--- config.mk ---
export PLATFORM = sky130hd
export DESIGN_NAME = srlt_tail
export DESIGN_NICKNAME = d
export VERILOG_FILES = /design/src/design/srlt_pkg.sv /design/src/design/srlt_tail.sv
export SDC_FILE = /design/constraint.sdc
export NUM_CORES = 1
export LEC_CHECK = 0
export ABC_AREA = 1
export BUFFER_PORTS_ARGS = -buffer_cell sky130_fd_sc_hd__clkbuf_2
export CAP_MARGIN = 20
export CORE_AREA = 2 2 219 221
export CTS_CLUSTER_SIZE = 16
export DETAILED_ROUTE_END_ITERATION = 16
export DIE_AREA = 0 0 221 223
export GPL_ROUTABILITY_DRIVEN = 0
export GPL_TIMING_DRIVEN = 0
export PLACE_DENSITY = 0.42
export SETUP_SLACK_MARGIN = 0.4
export SYNTH_ARGS = -nofsm -noshare
export SYNTH_HDL_FRONTEND = slang
export SYNTH_SLANG_ARGS = --single-unit
--- constraint.sdc ---
create_clock -name clk_i -period 6.85 [get_ports clk_i]
set_input_delay 1.37 -clock clk_i [delete_from_list [all_inputs] [get_ports clk_i]]
set_output_delay 1.37 -clock clk_i [all_outputs]
set_load 0.02 [all_outputs]
--- src/design/srlt_pkg.sv ---
// Shared types, constants and step decode for the Salsa reduced-round linear test core.
package srlt_pkg;

  localparam int unsigned WordWidth  = 32;
  localparam int unsigned NumWords   = 16;
  localparam int unsigned KeyWidth   = 64;
  localparam int unsigned NumKeyRegs = 4;
  localparam int unsigned CfgIdxW    = $clog2(NumKeyRegs);
  localparam int unsigned CountWidth = 40;
  localparam int unsigned TotalWidth = 40;
  // Seven full rounds plus the first half of a row round, four steps per full round.
  localparam int unsigned CellCount  = 30;
  localparam int unsigned CellIdxW   = $clog2(CellCount);
  // Last step of the fifth round.
  localparam int unsigned SampleCell = 19;
  localparam int unsigned SampleWord = 4;
  localparam int unsigned SampleBit  = 7;

  typedef logic [WordWidth-1:0] word_t;
  typedef logic [NumWords-1:0][WordWidth-1:0] state_t;
  typedef logic [CountWidth-1:0] count_t;

  localparam word_t Sigma0 = 32'h6170_7865;
  localparam word_t Sigma1 = 32'h3320_646e;
  localparam word_t Sigma2 = 32'h7962_2d32;
  localparam word_t Sigma3 = 32'h6b20_6574;

  typedef enum logic [CfgIdxW-1:0] {
    REG_KEY_1_2   = 2'd0,
    REG_KEY_3_4   = 2'd1,
    REG_KEY_11_12 = 2'd2,
    REG_KEY_13_14 = 2'd3
  } cfg_reg_e;

  // Quarter-round step: which word of a, b, c, d is updated.
  typedef enum logic [1:0] {
    STEP_B = 2'd0,
    STEP_C = 2'd1,
    STEP_D = 2'd2,
    STEP_A = 2'd3
  } step_phase_e;

  localparam state_t MaskTable = {
    32'h0303_0080, 32'h0200_2080, 32'h0000_0000, 32'h0000_6001,
    32'h8000_0420, 32'h0180_0630, 32'h0100_0000, 32'h0008_4000,
    32'h8400_0000, 32'h0643_0000, 32'h0068_0000, 32'h0000_0080,
    32'h0002_0000, 32'h0000_2000, 32'h0000_0018, 32'h0000_0011
  };

  typedef struct packed {
    logic        row;
    step_phase_e phase;
    logic        sample;
  } step_cfg_t;

  typedef struct packed {
    state_t state;
    logic   restart;
    logic   early;
  } cell_data_t;

  typedef struct packed {
    word_t nonce_word_six;
    word_t nonce_word_seven;
    word_t nonce_word_eight;
    word_t nonce_word_nine;
    logic  restart;
  } in_item_t;

  typedef struct packed {
    logic                  early_bit;
    logic                  mask_parity;
    logic                  agree;
    logic [TotalWidth-1:0] agreement_total;
  } out_item_t;

  // Word index of quarter q, role pos (0=a, 1=b, 2=c, 3=d) in a column or row round.
  function automatic logic [3:0] qr_word(input logic row, input logic [1:0] pos,
                                         input logic [1:0] q);
    logic [1:0] lane;
    lane = q + pos;
    if (row) begin
      return {q, lane};
    end
    return {q, q} + {pos, 2'b00};
  endfunction

  function automatic word_t step_rotl(input word_t v, input step_phase_e phase);
    word_t r;
    unique case (phase)
      STEP_B:  r = {v[24:0], v[31:25]};
      STEP_C:  r = {v[22:0], v[31:23]};
      STEP_D:  r = {v[18:0], v[31:19]};
      STEP_A:  r = {v[13:0], v[31:14]};
      default: r = v;
    endcase
    return r;
  endfunction

  function automatic step_cfg_t cell_step(input logic [CellIdxW-1:0] k);
    step_cfg_t c;
    c.row    = k[2];
    c.phase  = step_phase_e'(k[1:0]);
    c.sample = (k == CellIdxW'(SampleCell));
    return c;
  endfunction

endpackage

--- src/design/srlt_tail.sv ---
// Mask parity stage followed by the agreement counter and result register.
module srlt_tail (
  input  logic                  clk_i,
  input  logic                  rst_ni,
  input  logic                  adv_i,
  input  logic                  valid_i,
  input  srlt_pkg::cell_data_t  data_i,
  output logic                  valid_o,
  output srlt_pkg::out_item_t   item_o
);

  logic                par_valid_q;
  logic                par_q;
  logic                early_q;
  logic                restart_q;
  logic                out_valid_q;
  srlt_pkg::out_item_t item_q, item_d;
  srlt_pkg::count_t    count_q, count_d;
  srlt_pkg::count_t    count_base;
  logic                agree;

  always_ff @(posedge clk_i or negedge rst_ni) begin
    if (!rst_ni) begin
      par_valid_q <= 1'b0;
    end else if (adv_i) begin
      par_valid_q <= valid_i;
    end
  end

  always_ff @(posedge clk_i) begin
    if (adv_i) begin
      par_q     <= ^(data_i.state & srlt_pkg::MaskTable);
      early_q   <= data_i.early;
      restart_q <= data_i.restart;
    end
  end

  always_comb begin
    agree      = (early_q == par_q);
    count_base = restart_q ? '0 : count_q;
    // hold at the maximum
    if (agree && !(&count_base)) begin
      count_d = count_base + srlt_pkg::CountWidth'(1);
    end else begin
      count_d = count_base;
    end
    item_d.early_bit       = early_q;
    item_d.mask_parity     = par_q;
    item_d.agree           = agree;
    item_d.agreement_total = srlt_pkg::TotalWidth'(64'(count_d));
  end

  always_ff @(posedge clk_i or negedge rst_ni) begin
    if (!rst_ni) begin
      out_valid_q <= 1'b0;
      count_q     <= '0;
    end else if (adv_i) begin
      out_valid_q <= par_valid_q;
      if (par_valid_q) begin
        count_q <= count_d;
      end
    end
  end

  always_ff @(posedge clk_i) begin
    if (adv_i && par_valid_q) begin
      item_q <= item_d;
    end
  end

  assign valid_o = out_valid_q;
  assign item_o  = item_q;

endmodule

==> out/metrics.yaml <==
die_x_um: 221
start_util: 0.1211
crit_type: "flop to flop"
finalSetupViolCount: 0
cts_root_buffer: "clkbuf_16"
crit_chain: "buf_4 -> buf_2 -> nor2_2 -> ha_1 -> clkbuf_1 -> inv_1 -> nor2_4 -> nand2_2 -> nor2_4 -> nand3_2 -> nand2_4 -> inv_4 -> buf_6 -> nand2_1 -> nand2_1"
hold_end: "item_o[42]"
maxSlewHeadroom: 0.5872
min_period_over_period: 0.5224
drv_cap: 0
chipHeight_um: 223
total_power_mw: 1.446
ys_seq_elements: 88
cts.sinks: 88
via_per_inst: 3.396
cts_max_path_buffers: 2
grt-ovfl-total: 0
multi_input_comb_area_um2: 2849
wire_per_inst_um: 12.13
synth_area_um2: 5710
synthMuxAreaShare: 0.001972
tightestPinTransition_ns: 0.6192
period_needed_ns: 3.579
synth.distinct_cells: 28
fin_worst_skew_ns: 0.008187
drtIter0Drc: 291
clkLatencyLatePin_ns: 0.36
synth_compound_area_frac: 0.003944
synthSimpleGateAreaFrac: 0.4343
r2r_cells: 15
crit_start: "restart_q"
min_path_type: "flop to flop"
grt_pass1_wl_mm: 29.28
fin_nets: 1445
htree_levels: 3
core_area_um2: 47150
hold_violations: 0
post_cts_buffers: 0
syn_nets: 1343
port_buffers: 89
setup_tns_ns: 0
required_ns: 6.91
synth_seq_area_share: 0.4259
diodes: 0
synthAdderAreaFrac: 0.002191
wirelength_mm: 18.76
fillCellCount: 5354
r2r-end: "item_o[6]"
power_density_nw_per_um2: 198.6
synth_top_family_by_area: "simple AND/OR/NAND/NOR gates"
post_cts_resized: 0
ir_worst_vdd_uv: 112.7
r2r-start: "restart_q"
p_leak_nw: 3.248
regArea_um2: 2432
antenna_found_initial: 0
cp.arrival_ns: 3.64
grt.total_usage: 0.07749
fmax_ghz: 0.2794
fp.dieArea_um2: 49280
crit_slowest_cell: "edfxtp_1"
tritoncts: "yes"
drcViolationCount: 0
hpwl_mm: 15.26
first_pass_iters: 5
grt_pass1_vias: 5000
min_path_cells: 0
cp_slowest_stage_delay_ns: 0.49
cts.clk_slew.worst_paths_ns: 0.07
yosys_warnings: 0
yosys_most_used_dff: "edfxtp_1"
status: "complete, no violations"
ctsHoldBuffers: 0
syn_avg_cell_area_um2: 6.930
min_from: "early_q"
cts_buffers: 9
io_pins: 562
synthXorXnorAreaFrac: 0.05653
grt_setup_unrepaired: "no"
syn-instance-count: 824
worstSetupStartpointType: "flop"
worst-path-max-fanout: 10
rows: 80
report.final.slew_viol_count: 0
syn_to_final_growth_pct: 27.45
postSynth.asyncResetShare: 0.4773
postRouteAntennaNets: 0
synth_edf_count: 46
drive_gt1_frac: 0.1633
end_kind: "flop"
grt_start_max_net_pins: 32
via_count: 5250
r2r_slack_ns: 3.27
==> cell usage after synthesis (5+ instances only) <==
| cell type | n | share of area |
|---|---|---|
| nor2_4 | 10 | 0.020 |
| edfxtp_1 | 46 | 0.24 |
| xnor2_1 | 18 | 0.028 |
| nand4_1 | 8 | 0.0088 |
| nand3b_1 | 12 | 0.016 |
| nand2_1 | 432 | 0.28 |
| xor2_1 | 17 | 0.026 |
| clkbuf_1 | 6 | 0.0039 |
| nor2_1 | 80 | 0.053 |
| nand3_1 | 36 | 0.032 |
| buf_6 | 5 | 0.0099 |
| inv_1 | 77 | 0.051 |
| dfrtp_1 | 42 | 0.18 |
| nor2_2 | 10 | 0.011 |
==> logic make-up (layout without fill, tap and decap cells) <==
group / after synthesis / count (layout)
AOI/OAI and AO/OA: 3 / 3
xor gates and xnor gates: 36 / 36
adders and majority gates: 1 / 1
buffers and inverters: 99 / 206
DFF: 88 / 88
muxes: 1 / 1
and+or+nand+nor: 596 / 596
==> layout make-up <==
class / instances / area share
inverter: 79 / 0.04109
timing repair buffer: 91 / 0.06773
multi-input combinational: 637 / 0.3914
tap: 615 / 0.1057
sequential: 88 / 0.3342
clock inverter: 7 / 0.01083
clock buffer: 9 / 0.03094
buffer: 20 / 0.01805
==> power by group <==
part | switching, mW | total (mW) | internal [mW]
clock network | 0.224 | 0.512 | 0.287
logic | 0.229 | 0.327 | 0.0985
registers | 0.0169 | 0.607 | 0.590
total | 0.470 | 1.45 | 0.976
==> worst max-delay path, delay by kind of cell (launching register included) <==
family                   cells  cell delay [ns]
AND/OR/NAND/NOR              8             1.39
adder cells (fa/ha/maj)      1             0.20
flip-flops                   1             0.49
buffers and inverters        6             1.21
==> worst max path at each step <==
stage | end | depth (start not counted)
after global placement | item_o[10] | 4
after global routing | item_o[20] | 15
after CTS | item_o[20] | 15
after detailed placement | item_o[20] | 15
final | item_o[6] | 15
after floorplan | item_o[0] | 3
==> flip-flops by register name (all words and copies together) (netlist names) <==
signal	cells
item_o	43
count_q	40
early_q	1
par_q	1
par_valid_q	1
restart_q	1
valid_o	1
==> layout by cell type, fill, tap and decap left out <==
| cell type | netlist | final |
|---|---|---|
| clkinv_4 | 0 | 1 |
| edfxtp_1 | 46 | 46 |
| inv_1 | 77 | 77 |
| buf_4 | 4 | 4 |
| nor2_4 | 10 | 10 |
| mux2_2 | 1 | 1 |
| buf_2 | 2 | 2 |
| buf_16 | 0 | 1 |
| inv_8 | 0 | 1 |
| clkbuf_1 | 6 | 5 |
| inv_2 | 1 | 1 |
| nor2_2 | 10 | 10 |
| clkbuf_2 | 0 | 90 |
| clkbuf_16 | 0 | 9 |
| o21ai_0 | 1 | 1 |
| or2_2 | 1 | 1 |
| nand3_2 | 2 | 2 |
| xnor2_1 | 18 | 18 |
| clkinvlp_4 | 0 | 1 |
| nor2_1 | 80 | 80 |
| nand2_4 | 1 | 1 |
| nand2_1 | 432 | 432 |
| nand2_2 | 4 | 4 |
| nand3b_1 | 12 | 12 |
| o21ai_2 | 2 | 2 |
| xor2_1 | 17 | 17 |
| xor2_2 | 1 | 1 |
| clkinv_1 | 0 | 1 |
| inv_4 | 1 | 1 |
| nand4_1 | 8 | 8 |
| inv_6 | 0 | 2 |
| buf_6 | 5 | 5 |
| ha_1 | 1 | 1 |
| dfrtp_1 | 42 | 42 |
| nand3_1 | 36 | 36 |
| bufinv_16 | 0 | 1 |
| buf_1 | 3 | 3 |
| buf_12 | 0 | 1 |
==> stage by stage <==
| stage | setup WS [ns] | utilization | hold WS (ns) | instance area (µm²) | instances |
|---|---|---|---|---|---|
| after global placement | 1.921 | 0.1469 | 0.4555 | 6925 | 1528 |
| after CTS | 3.265 | 0.1544 | 0.4790 | 7278 | 1546 |
| after global routing | 2.971 | 0.1544 | 0.4925 | 7278 | 1546 |
| after detailed placement | 3.281 | 0.1479 | 0.4647 | 6974 | 1530 |
| final | 3.271 | 0.1544 | 0.4773 | 7278 | 1546 |
| after floorplan | 3.449 | - | 0.4487 | 5710 | 824 |
==> metal layers <==
layer  vias to the layer above  wire length, µm  GRT usage
met5                         -                0          0
met4                         0              533    0.03139
met3                        26             1390    0.02384
met2                       144             8042     0.1184
met1                      2354             8790     0.1013
li1                       2726                -          -
Power figures use the tool's default switching activity.
